### config.mk
export PLATFORM = sky130hd
export DESIGN_NAME = nmea_rmc_position_extractor_unit
export DESIGN_NICKNAME = d
export VERILOG_FILES = /design/src/hdl/nrpe_pkg.sv /design/src/hdl/nrpe_hdr_match.sv /design/src/hdl/nrpe_parser.sv /design/src/hdl/nmea_rmc_position_extractor_unit.sv
export SDC_FILE = /design/constraint.sdc
export NUM_CORES = 2
export LEC_CHECK = 0
export ABC_AREA = 1
export BUFFER_PORTS_ARGS = -buffer_cell sky130_fd_sc_hd__clkbuf_2
export CAP_MARGIN = 30
export CORE_MARGIN = 4
export CORE_UTILIZATION = 60
export CTS_CLUSTER_DIAMETER = 150
export DETAILED_ROUTE_END_ITERATION = 8
export PLACE_DENSITY = 0.77
export SLEW_MARGIN = 10
export SYNTH_ARGS = -nofsm -noshare
export SYNTH_HDL_FRONTEND = slang
export SYNTH_SLANG_ARGS = --single-unit
export TNS_END_PERCENT = 30
### constraint.sdc
create_clock -name clk -period 12.3 [get_ports clk]
set_clock_uncertainty 0.05 [all_clocks]
set_input_delay 2.46 -clock clk [delete_from_list [all_inputs] [get_ports clk]]
set_output_delay 2.46 -clock clk [all_outputs]
set_load 0.02 [all_outputs]
### src/hdl/nrpe_pkg.sv
`default_nettype none

package nrpe_pkg;

	// Default build values for the top-level parameters.
	localparam int NRPE_FIELD_CHARS = 10;
	localparam int NRPE_FRACTION_DIGITS = 4;

	// Widths of the result values and of the power-of-ten table.
	localparam int VALUE_W = 30;
	localparam int POW10_W = 20;

	// Accumulators saturate at nine decimal nines.
	localparam logic [VALUE_W-1:0] SAT_MAX = 30'd999999999;

	// Length of the sentence header.
	localparam logic [2:0] HDR_LEN = 3'd6;

	// ASCII codes that the parser looks for.
	localparam logic [7:0] CH_DOLLAR = 8'h24;
	localparam logic [7:0] CH_A      = 8'h41;
	localparam logic [7:0] CH_COMMA  = 8'h2C;
	localparam logic [7:0] CH_DOT    = 8'h2E;
	localparam logic [7:0] CH_LF     = 8'h0A;
	localparam logic [7:0] CH_0      = 8'h30;
	localparam logic [7:0] CH_9      = 8'h39;

	// Sentence parse phases.
	typedef enum logic [2:0] {
		PH_SEARCH   = 3'd0,
		PH_WAIT_A   = 3'd1,
		PH_SKIP_LAT = 3'd2,
		PH_LAT      = 3'd3,
		PH_SKIP_LON = 3'd4,
		PH_LON      = 3'd5,
		PH_WAIT_LF  = 3'd6
	} phase_t;

	// Result of one parse step.
	typedef struct packed {
		logic               emit;
		logic [VALUE_W-1:0] lat;
		logic [VALUE_W-1:0] lon;
	} result_t;

	// Characters of the "$GPRMC" header by position.
	function automatic logic [7:0] hdr_char(input logic [2:0] idx);
		logic [7:0] ch;
		unique case (idx)
			3'd0: ch = CH_DOLLAR;
			3'd1: ch = 8'h47;
			3'd2: ch = 8'h50;
			3'd3: ch = 8'h52;
			3'd4: ch = 8'h4D;
			3'd5: ch = 8'h43;
			default: ch = 8'h00;
		endcase
		return ch;
	endfunction

	// Powers of ten used to pad a short fraction.
	function automatic logic [POW10_W-1:0] pow10(input logic [2:0] k);
		logic [POW10_W-1:0] p;
		unique case (k)
			3'd0: p = 20'd1;
			3'd1: p = 20'd10;
			3'd2: p = 20'd100;
			3'd3: p = 20'd1000;
			3'd4: p = 20'd10000;
			3'd5: p = 20'd100000;
			3'd6: p = 20'd1000000;
			default: p = 20'd0;
		endcase
		return p;
	endfunction

endpackage

`default_nettype wire

### src/hdl/nrpe_hdr_match.sv
`default_nettype none

module nrpe_hdr_match
	import nrpe_pkg::*;
(
	input  wire logic       clk,
	input  wire logic       arst_n,
	input  wire logic       step,
	input  wire logic [7:0] rx_byte,
	output logic            hit
);

	logic [2:0] count_q;
	logic [2:0] count_n;

	// Advance on the expected character, restart on a dollar sign.
	always_comb begin
		if (count_q < HDR_LEN && rx_byte == hdr_char(count_q)) begin
			count_n = count_q + 3'd1;
		end else if (rx_byte == CH_DOLLAR) begin
			count_n = 3'd1;
		end else begin
			count_n = 3'd0;
		end
		hit = (count_n == HDR_LEN);
	end

	// The count returns to zero after a full match.
	always_ff @(posedge clk or negedge arst_n) begin
		if (!arst_n) begin
			count_q <= 3'd0;
		end else if (step) begin
			count_q <= hit ? 3'd0 : count_n;
		end
	end

endmodule

`default_nettype wire

### src/hdl/nrpe_parser.sv
`default_nettype none

module nrpe_parser
	import nrpe_pkg::*;
#(
	parameter int FIELD_CHARS = NRPE_FIELD_CHARS,
	parameter int FRACTION_DIGITS = NRPE_FRACTION_DIGITS
) (
	input  wire logic       clk,
	input  wire logic       arst_n,
	input  wire logic       step,
	input  wire logic       hit,
	input  wire logic [7:0] rx_byte,
	output result_t         res
);

	localparam int FC_W = $clog2(FIELD_CHARS + 1);
	localparam int FD_W = $clog2(FRACTION_DIGITS + 1);
	localparam int MAC_W = VALUE_W + 4;
	localparam int FIN_W = VALUE_W + POW10_W;

	phase_t             phase_q, phase_d;
	logic [1:0]         skip_q, skip_d, skip_dec;
	logic [FC_W-1:0]    fcnt_q, fcnt_d;
	logic               frac_q, frac_d;
	logic               ended_q, ended_d;
	logic [FD_W-1:0]    fd_q, fd_d;
	logic [VALUE_W-1:0] lat_q, lat_d;
	logic [VALUE_W-1:0] lon_q, lon_d;

	logic               is_lf, is_comma, is_digit, is_dot, field_full;
	logic [VALUE_W-1:0] cur_acc, fed_acc, mac_val, fin_val;
	logic [MAC_W-1:0]   mac_prod;
	logic [FIN_W-1:0]   fin_prod;
	logic [FD_W-1:0]    pad_k;

	assign is_lf      = (rx_byte == CH_LF);
	assign is_comma   = (rx_byte == CH_COMMA);
	assign is_dot     = (rx_byte == CH_DOT);
	assign is_digit   = (rx_byte >= CH_0) && (rx_byte <= CH_9);
	assign field_full = (fcnt_q >= FC_W'(FIELD_CHARS));
	assign skip_dec   = (skip_q != 2'd0) ? skip_q - 2'd1 : skip_q;
	assign cur_acc    = (phase_q == PH_LON) ? lon_q : lat_q;

	// Saturating multiply by ten and add the new digit.
	always_comb begin
		logic [7:0] digit;
		digit    = rx_byte - CH_0;
		mac_prod = MAC_W'(cur_acc) * MAC_W'(10) + MAC_W'(digit[3:0]);
		mac_val  = (mac_prod > MAC_W'(SAT_MAX)) ? SAT_MAX : mac_prod[VALUE_W-1:0];
	end

	// Pad a short fraction: scale by the missing power of ten, saturating.
	always_comb begin
		pad_k    = FD_W'(FRACTION_DIGITS) - fd_q;
		fin_prod = FIN_W'(cur_acc) * FIN_W'(pow10(3'(pad_k)));
		fin_val  = (fin_prod > FIN_W'(SAT_MAX)) ? SAT_MAX : fin_prod[VALUE_W-1:0];
	end

	// Next parse phase.
	always_comb begin
		phase_d = phase_q;
		if (hit) begin
			phase_d = PH_WAIT_A;
		end else begin
			unique case (phase_q)
				PH_WAIT_LF: begin
					if (is_lf) phase_d = PH_SEARCH;
				end
				PH_WAIT_A: begin
					if (is_lf) phase_d = PH_SEARCH;
					else if (rx_byte == CH_A) phase_d = PH_SKIP_LAT;
				end
				PH_SKIP_LAT, PH_SKIP_LON: begin
					if (is_lf) begin
						phase_d = PH_SEARCH;
					end else if (skip_dec == 2'd0) begin
						phase_d = (phase_q == PH_SKIP_LAT) ? PH_LAT : PH_LON;
					end
				end
				PH_LAT, PH_LON: begin
					if (is_lf) begin
						phase_d = PH_SEARCH;
					end else if (is_comma) begin
						phase_d = (phase_q == PH_LAT) ? PH_SKIP_LON : PH_WAIT_LF;
					end else if (field_full) begin
						phase_d = PH_SEARCH;
					end
				end
				default: phase_d = PH_SEARCH;
			endcase
		end
	end

	// Number conversion of one field character.
	always_comb begin
		fed_acc = cur_acc;
		frac_d  = frac_q;
		ended_d = ended_q;
		fd_d    = fd_q;
		if (!ended_q) begin
			if (is_digit) begin
				if (!frac_q) begin
					fed_acc = mac_val;
				end else if (fd_q < FD_W'(FRACTION_DIGITS)) begin
					fed_acc = mac_val;
					fd_d    = fd_q + FD_W'(1);
				end
			end else if (is_dot && !frac_q) begin
				frac_d = 1'b1;
			end else begin
				ended_d = 1'b1;
			end
		end
	end

	// Counters, field flags and accumulators.
	logic [FC_W-1:0]    fcnt_n;
	logic               frac_n, ended_n;
	logic [FD_W-1:0]    fd_n;
	always_comb begin
		skip_d  = skip_q;
		fcnt_n  = fcnt_q;
		frac_n  = frac_q;
		ended_n = ended_q;
		fd_n    = fd_q;
		lat_d   = lat_q;
		lon_d   = lon_q;
		if (hit) begin
			skip_d  = 2'd0;
			fcnt_n  = '0;
			frac_n  = 1'b0;
			ended_n = 1'b0;
			fd_n    = '0;
			lat_d   = '0;
			lon_d   = '0;
		end else if (!is_lf) begin
			unique case (phase_q)
				PH_WAIT_A: begin
					if (rx_byte == CH_A) skip_d = 2'd1;
				end
				PH_SKIP_LAT, PH_SKIP_LON: begin
					skip_d = skip_dec;
					if (skip_dec == 2'd0) begin
						fcnt_n  = '0;
						frac_n  = 1'b0;
						ended_n = 1'b0;
						fd_n    = '0;
					end
				end
				PH_LAT, PH_LON: begin
					if (is_comma) begin
						if (phase_q == PH_LAT) begin
							lat_d  = fin_val;
							skip_d = 2'd2;
						end else begin
							lon_d = fin_val;
						end
					end else if (!field_full) begin
						fcnt_n  = fcnt_q + FC_W'(1);
						frac_n  = frac_d;
						ended_n = ended_d;
						fd_n    = fd_d;
						if (phase_q == PH_LAT) lat_d = fed_acc;
						else lon_d = fed_acc;
					end
				end
				default: ;
			endcase
		end
		fcnt_d = fcnt_n;
	end

	// A sentence yields its position on the line feed when both values are set.
	always_comb begin
		res.emit = !hit && (phase_q == PH_WAIT_LF) && is_lf &&
			(lat_q != '0) && (lon_q != '0);
		res.lat  = lat_q;
		res.lon  = lon_q;
	end

	always_ff @(posedge clk or negedge arst_n) begin
		if (!arst_n) begin
			phase_q <= PH_SEARCH;
			skip_q  <= 2'd0;
			fcnt_q  <= '0;
			frac_q  <= 1'b0;
			ended_q <= 1'b0;
			fd_q    <= '0;
			lat_q   <= '0;
			lon_q   <= '0;
		end else if (step) begin
			phase_q <= phase_d;
			skip_q  <= skip_d;
			fcnt_q  <= fcnt_d;
			frac_q  <= frac_n;
			ended_q <= ended_n;
			fd_q    <= fd_n;
			lat_q   <= lat_d;
			lon_q   <= lon_d;
		end
	end

endmodule

`default_nettype wire

### src/hdl/nmea_rmc_position_extractor_unit.sv
`default_nettype none

// Extracts latitude and longitude from "$GPRMC" sentences in a byte stream.
// One byte is taken per cycle, back to back: a byte is held in an input
// register, parsed by a combinational step (header matcher, phase logic and a
// saturating decimal accumulator), and a result lands in an output register
// once the line feed has been parsed. Each value is the field text times
// 10^FRACTION_DIGITS; a result appears only when both are nonzero.
// The input keeps flowing while a result waits, and stalls only when a second
// result is ready before the first has been taken.
module nmea_rmc_position_extractor_unit
	import nrpe_pkg::*;
#(
	parameter int FIELD_CHARS = NRPE_FIELD_CHARS,
	parameter int FRACTION_DIGITS = NRPE_FRACTION_DIGITS
) (
	input  wire logic               clk,
	input  wire logic               arst_n,
	input  wire logic               in_valid,
	output logic                    in_ready,
	input  wire logic [7:0]         rx_byte,
	output logic                    out_valid,
	input  wire logic               out_ready,
	output logic [VALUE_W-1:0]      latitude_scaled,
	output logic [VALUE_W-1:0]      longitude_scaled
);

	logic               valid_s1;
	logic [7:0]         byte_s1;
	logic               out_valid_q;
	logic [VALUE_W-1:0] lat_q, lon_q;
	logic               hit, advance, step;
	result_t            res;

	// A byte leaves the input register unless its result finds the output full.
	assign advance  = !res.emit || !out_valid_q || out_ready;
	assign step     = valid_s1 && advance;
	assign in_ready = !valid_s1 || advance;

	// Input register.
	always_ff @(posedge clk or negedge arst_n) begin
		if (!arst_n) begin
			valid_s1 <= 1'b0;
		end else if (in_valid && in_ready) begin
			valid_s1 <= 1'b1;
		end else if (step) begin
			valid_s1 <= 1'b0;
		end
	end

	always_ff @(posedge clk) begin
		if (in_valid && in_ready) byte_s1 <= rx_byte;
	end

	nrpe_hdr_match u_hdr (
		.clk     (clk),
		.arst_n  (arst_n),
		.step    (step),
		.rx_byte (byte_s1),
		.hit     (hit)
	);

	nrpe_parser #(
		.FIELD_CHARS     (FIELD_CHARS),
		.FRACTION_DIGITS (FRACTION_DIGITS)
	) u_parser (
		.clk     (clk),
		.arst_n  (arst_n),
		.step    (step),
		.hit     (hit),
		.rx_byte (byte_s1),
		.res     (res)
	);

	// Output register.
	always_ff @(posedge clk or negedge arst_n) begin
		if (!arst_n) begin
			out_valid_q <= 1'b0;
		end else if (step && res.emit) begin
			out_valid_q <= 1'b1;
		end else if (out_ready) begin
			out_valid_q <= 1'b0;
		end
	end

	always_ff @(posedge clk) begin
		if (step && res.emit) begin
			lat_q <= res.lat;
			lon_q <= res.lon;
		end
	end

	assign out_valid        = out_valid_q;
	assign latitude_scaled  = lat_q;
	assign longitude_scaled = lon_q;

	// A result is only produced by a line feed.
	a_emit_on_lf: assert property (@(posedge clk) disable iff (!arst_n)
		(step && res.emit) |-> (byte_s1 == CH_LF))
		else $error("result produced by a byte other than line feed");

	// A delivered position never has a zero coordinate.
	a_out_nonzero: assert property (@(posedge clk) disable iff (!arst_n)
		out_valid_q |-> (lat_q != '0) && (lon_q != '0))
		else $error("result transaction with a zero coordinate");

	// Saturation keeps both values within nine decimal digits.
	a_out_range: assert property (@(posedge clk) disable iff (!arst_n)
		out_valid_q |-> (lat_q <= SAT_MAX) && (lon_q <= SAT_MAX))
		else $error("result value above saturation limit");

	// A byte whose result cannot be stored stays in the input register.
	a_hold_on_full: assert property (@(posedge clk) disable iff (!arst_n)
		(valid_s1 && res.emit && out_valid_q && !out_ready) |=>
			(valid_s1 && $stable(byte_s1)))
		else $error("input byte lost while output register full");

endmodule

`default_nettype wire
# Yosys cells after proc, flatten, opt, wreduce, memory -nomap -nowiden

Cells that the tools add are included.

Register bits: 147
Input bits: 12
Output and inout port bits: 62
Word-level logic and storage cells: 196

Add/subtract/negate cells: 7
Multiply operators: 2
Order comparisons: 7
Eq/ne operators: 45
Mux-type cells: 82
Reduce and logical (&&, ||, !) cells: 39

Operators with widths:

| cell                  | count |
|---|---|
| $mux 30               | 21 |
| $pmux 20 s7           | 1 |
| $mux 3                | 21 |
| $reduce_bool 30->1    | 2 |
| $gt 50x30->1 const B  | 1 |
| $mul 30x20->50        | 1 |
| $pmux 7 s6            | 1 |
| $add 34x4->34         | 1 |
| $gt 34x30->1 const B  | 1 |
| $mul 30x3->33 const B | 1 |
| $ne 3x2->1 const B    | 11 |
| $eq 3x3->1 const B    | 9 |
| $eq 8x6->1 const B    | 3 |
| $reduce_and 6->1      | 4 |
| $mux 1                | 20 |
| $mux 4                | 5 |
| $eq 3x2->1 const B    | 6 |
| $ne 3x3->1 const B    | 6 |
| $mux 2                | 7 |
| $pmux 3 s4            | 1 |
| $logic_and 1x1->1     | 10 |
| $reduce_and 10->1     | 1 |
| $eq 3x1->1 const B    | 3 |
| $reduce_and 9->1      | 1 |
| other kinds (28)      | 44 |

# Depth between registers and ports, before layout

Depth in word-level cells: 17
Mapped depth: 51
Gate-level depth less buffers: 48

# Modules after synthesis

From an unflattened synthesis, not the netlist that was laid out.

Cell total of the unflattened synthesis: 3977
Area total of the unflattened synthesis: 29488.3 µm²

Modules (own cells, without submodules):

| module                           | instances | cells an instance | area an instance (µm²) | seq. area each (µm²) |
|---|---|---|---|---|
| nrpe_parser                      | 1         | 3817              | 26873.3                | 1851.8 |
| nmea_rmc_position_extractor_unit | 1         | 82                | 2149.6                 | 2092.0 |
| nrpe_hdr_match                   | 1         | 78                | 465.4                  | 75.1 |

# Least setup slack after synthesis

No wires, ideal clock.

Path type: register to register
From: register u_parser.fd_q[1]
To: register u_parser.lat_q[10]
Library setup time: 0.076 ns
Data arrival time: 8.417 ns
Data required time: 12.174 ns
Slack: 3.756 ns
Stages on the path, launching flop included: 47
Buffers on the path: 2
Clock period less this slack: 8.544 ns
Cells stage by stage: dfrtp_1 -> inv_1 -> ha_1 -> ha_1 -> nor3_1 -> inv_1 -> nand2_1 -> inv_1 -> nor2_1 -> o21ai_0 -> clkinv_1 -> clkbuf_1 -> nor2_1 -> fa_1 -> inv_1 -> fa_1 -> fa_1 -> inv_1 -> [11 not listed] -> inv_1 -> nor3_1 -> nand2_1 -> nand3_1 -> nand2_1 -> nand2_1 -> inv_1 -> or2_2 -> nor2_1 -> nand2_1 -> nor3_1 -> nand3_1 -> nand2_1 -> buf_2 -> nand2_1 -> nand2_1 -> nand3_1 -> o21ai_1

Word-level cells in the longest chain between the ends: 11
Elaborated cells on any way between the ends: 24
Those cells by class: add/sub (1); mul (1); order compare (2); eq/ne (6); mux (13); reduce/logical (1)

Ends and longest elaborated chain:

| element                                   | RTL line                               | source |
|---|---|---|
| start, declared                           | nrpe_parser.sv:27                      | `logic [FD_W-1:0] fd_q, fd_d;` |
| start signal, assigned                    | nrpe_parser.sv:198                     | `fd_q <= fd_n;` |
| $sub 3x3->3 or $lt 3x3->1 (tied branches) | nrpe_parser.sv:55, nrpe_parser.sv:105  |  |
| $eq 3x3->1 (tied with other cells)        | nrpe_pkg.sv:64                         | `unique case (k)` |
| $pmux 20 s7 or $mux 30 (tied branches)    | nrpe_pkg.sv:64, nrpe_parser.sv:103     |  |
| $mul 30x20->50 or $mux 30 (tied branches) | nrpe_parser.sv:56, nrpe_parser.sv:102  |  |
| $gt 50x30->1 or $mux 30 (tied branches)   | nrpe_parser.sv:57, nrpe_parser.sv:101  |  |
| $mux 30, on equally long branches         | nrpe_parser.sv:57, nrpe_parser.sv:164  |  |
| $mux 30, on equally long branches         | nrpe_parser.sv:153, nrpe_parser.sv:159 |  |
| $mux 30 *                                 | nrpe_parser.sv:152                     | `if (is_comma) begin` |
| $mux 30 *                                 | nrpe_parser.sv:138                     | `unique case (phase_q)` |
| $mux 30 *                                 | nrpe_parser.sv:137                     | `end else if (!is_lf) begin` |
| $mux 30 *                                 | nrpe_parser.sv:129                     | `if (hit) begin` |
| end signal, assigned                      | nrpe_parser.sv:199                     | `lat_q <= lat_d;` |
| end, declared                             | nrpe_parser.sv:28                      | `logic [VALUE_W-1:0] lat_q, lat_d;` |

Every way passes the cells marked *; elsewhere a longest branch is shown, timed or not. The select of a mux whose other input is x is not followed.
A chain may end at the register's enable or synchronous reset.

# Worst setup path in the final report

From: register u_parser.fd_q[2]
To: register u_parser.lat_q[9]

The elaborated chain is that of the path after synthesis.

==> impl_metrics.ini <==
[die]
die_h_um = 231
initial_core_util_pct = 60.7
die_area_sq_um = 53300
coreArea_sq_um = 49100
die_x_um = 231
core.rowCount = 81
io-pin-count = 74

[synth]
synth_nets = 4756
yosysSeqAreaShare_pct = 13.5
muxShareOfSynthArea_pct = 0
synth-compound-area-share_pct = 5.66
ys_seq_elements = 147
synth-simple-area-share_pct = 26.2
synth-xor-area-share_pct = 1.38
syn_avg_cell_area_sq_um = 7.38
yosys_warnings = 0
ys_types = 50
syn-cell-area_sq_um = 29800
synthCells = 4037
async_flop_share_pct = 53.7
synth_top_family_by_area = adder cells
synthAdderAreaFrac_pct = 40.7
synth_flop_cell = dfrtp_1
synth_edf_count = 68

[sta]
worstMarginPinSlew_ns = 1.05
final-setup-viol-count = 0
period_needed_ns = 11.25
hold_violations = 0
fin_hold_ws_ns = 0.439
fin_crit_sh_pct = 91.5
fmax_ghz = 0.0889
rsz0062_at_grt = false
drv_slew = 0
fin_tns_setup_ns = 0
relSlewSlack_pct = 30.3

[clocking]
path_clk_slew_ns = 0.07
hold_buffers = 0
cts.sinks = 147
cts.htree.levels = 4
clkLatencyLatePin_ns = 0.43
cts_made_buffers = 17
cts_root_buffer = clkbuf_16
clk_path_buf_depth = 2
tritoncts = done

[global_route]
grt_pass1_wl_um = 150000
grt.overflow.total = 0
antenna_found_initial = 1
grt_max_degree = 64
track_usage_pct = 36.4
grt_pass1_vias = 26600

[detailed_routing]
drc = 0
drtAntennaViolNets = 0
first_pass_iters = 8
via_per_inst = 5.73
drt-initial-drc-count = 2850
wl_um = 96000
wire_per_inst_um = 20.1
vias = 27400

[finish]
final_common_cell = nand2_1
fin_area_sq_um = 31700
final_cell_mix = nand2_1 (932), inv_1 (864), nor2_1 (509)
nets = 4817
fill_cells = 4488
syn2layout_area_growth_pct = 6.42
drive_gt1_share_pct = 6.23
utilization_pct = 64.6

[critical_path]
crit_path_top_delay_cell = ha_2
reg2reg_depth = 45
cp_max_fo = 30
worstSetupStartpointType = flop
crit_top_cell = inv_1
cpPeakStageDelay_ns = 0.65
crit_arrival_ns = 11.55
path_class = reg -> reg
cp_data_required_time_ns = 12.60
worst_setup_path_end_kind = flop

[hold_path]
whs_path_depth = 0
hp-class = reg -> reg

[pwr]
irDropWorstVdd_mv = 0.205
power_density_nw_per_um2 = 186
p_leak_nw = 17.7

[place]
gp_congestion = 1.05
port_buffers = 73
hpwl_um = 80100
place_area_sq_um = 31100

[job]
drv_cap = 0

[status]
outcome = finished, final reports clean
==> per-layer routing <==
layer | part of all wire, % | track usage [%] | up-vias | wire length [um]
li1 | - | - | 12500 | -
met1 | 39 | 49.8 | 12900 | 37400
met2 | 42 | 53.6 | 1601 | 40400
met3 | 12 | 8.74 | 352 | 11200
met4 | 7.3 | 20.0 | 2 | 7020
met5 | 0.014 | 0 | - | 13
==> path summary, 6_finish.rpt <==
kind,startpoint,to,slack (ns)
setup reg to reg,u_parser.fd_q[2],u_parser.lat_q[9],1.05
hold reg to reg,u_parser.lat_q[10],latitude_scaled[10],0.44
min in group asynchronous,arst_n,u_hdr.count_q[1],1.95
setup / recovery,u_parser.fd_q[2],u_parser.lat_q[9],1.05
hold / removal,u_parser.lat_q[10],latitude_scaled[10],0.44
max in group asynchronous,arst_n,u_parser.lon_q[19],9.63
==> cell type report <==
type | instances | area (sq um) | share of cell area, %
inverters | 897 | 3370 | 10.6
multi-input cells | 2906 | 22000 | 69.6
clock buffers | 17 | 425 | 1.34
diodes | 2 | 5.00 | 0.0158
repair buffers | 129 | 828 | 2.61
well taps | 664 | 831 | 2.62
clock inverters | 15 | 164 | 0.517
flip-flops and latches | 147 | 4020 | 12.7
==> worst max-delay path: cells and delay by family (launching register included) <==
kind / cells / cell delay [ns]
adder cells (fa/ha/maj): 9 / 4.54
XOR/XNOR: 1 / 0.56
AO/OA/AOI/OAI: 2 / 0.37
flip-flops: 1 / 0.44
AND/OR/NAND/NOR: 19 / 2.58
buffers and inverters: 14 / 2.56
==> metrics by stage <==
stage / cells / setup slack [ns] / total power [mW]
2_1_floorplan: 4037 / 3.76 / 3.72
3_3_place_gp: 4740 / 1.45 / 5.20
3_5_place_dp: 4743 / 1.10 / 5.26
4_1_cts: 4775 / 1.04 / 5.80
5_1_grt: 4775 / 0.256 / 6.39
6_report: 4777 / 1.05 / 5.91
==> power breakdown <==
group | switching (mW) | internal [mW] | leakage [nW]
registers | 0.117 | 0.605 | 1.75
logic | 3.24 | 1.42 | 15.6
clock network | 0.233 | 0.288 | 0.285
==> state kept, by name, summed over array words and instances, names as in the netlist, 3 cells and up <==
signal,count
u_parser.lon_q,30
u_hdr.count_q,3
latitude_scaled,30
longitude_scaled,30
u_parser.phase_q,3
u_parser.fcnt_q,4
u_parser.fd_q,3
byte_s1,8
u_parser.lat_q,30
==> what timing repair did <==
action / in CTS / in global routing
gates resized for setup: 0 / 1
buffers inserted: 0 / 0
endpoints found under the setup margin: 0 / 8
==> synth_stat cells, types with 4 or more instances <==
cell | instances | area (sq um)
clkinv_1 | 22 | 82.6
nor4_1 | 22 | 138
o21ai_2 | 6 | 52.6
o211ai_1 | 5 | 37.5
o21bai_1 | 8 | 60.1
ha_1 | 270 | 3380
o21ai_1 | 48 | 240
nand3b_1 | 21 | 158
xor2_1 | 37 | 324
nand3_1 | 155 | 776
nor2_2 | 12 | 75.1
a21oi_1 | 126 | 631
and2_1 | 5 | 31.3
nand4_1 | 99 | 619
nand2_2 | 13 | 81.3
nand2_1 | 932 | 3500
nor2_1 | 510 | 1910
buf_2 | 13 | 65.1
clkbuf_1 | 71 | 267
o21ai_0 | 74 | 370
nand3_2 | 4 | 40.0
a21o_1 | 12 | 90.1
edfxtp_1 | 68 | 2040
nor3_1 | 29 | 145
fa_1 | 437 | 8750
nor2_4 | 7 | 78.8
inv_1 | 864 | 3240
dfrtp_1 | 79 | 1980
or2_2 | 30 | 188
inv_2 | 10 | 37.5
a31oi_1 | 10 | 62.6
xnor2_1 | 10 | 87.6
==> logic make-up after synthesis <==
family,Yosys count
buffers and inverters,984
AOI/OAI and AO/OA,306
xor gates and xnor gates,47
adders and majority gates,707
DFF,147
and+or+nand+nor,1846
No activity file was read; power rests on OpenSTA's default activity.
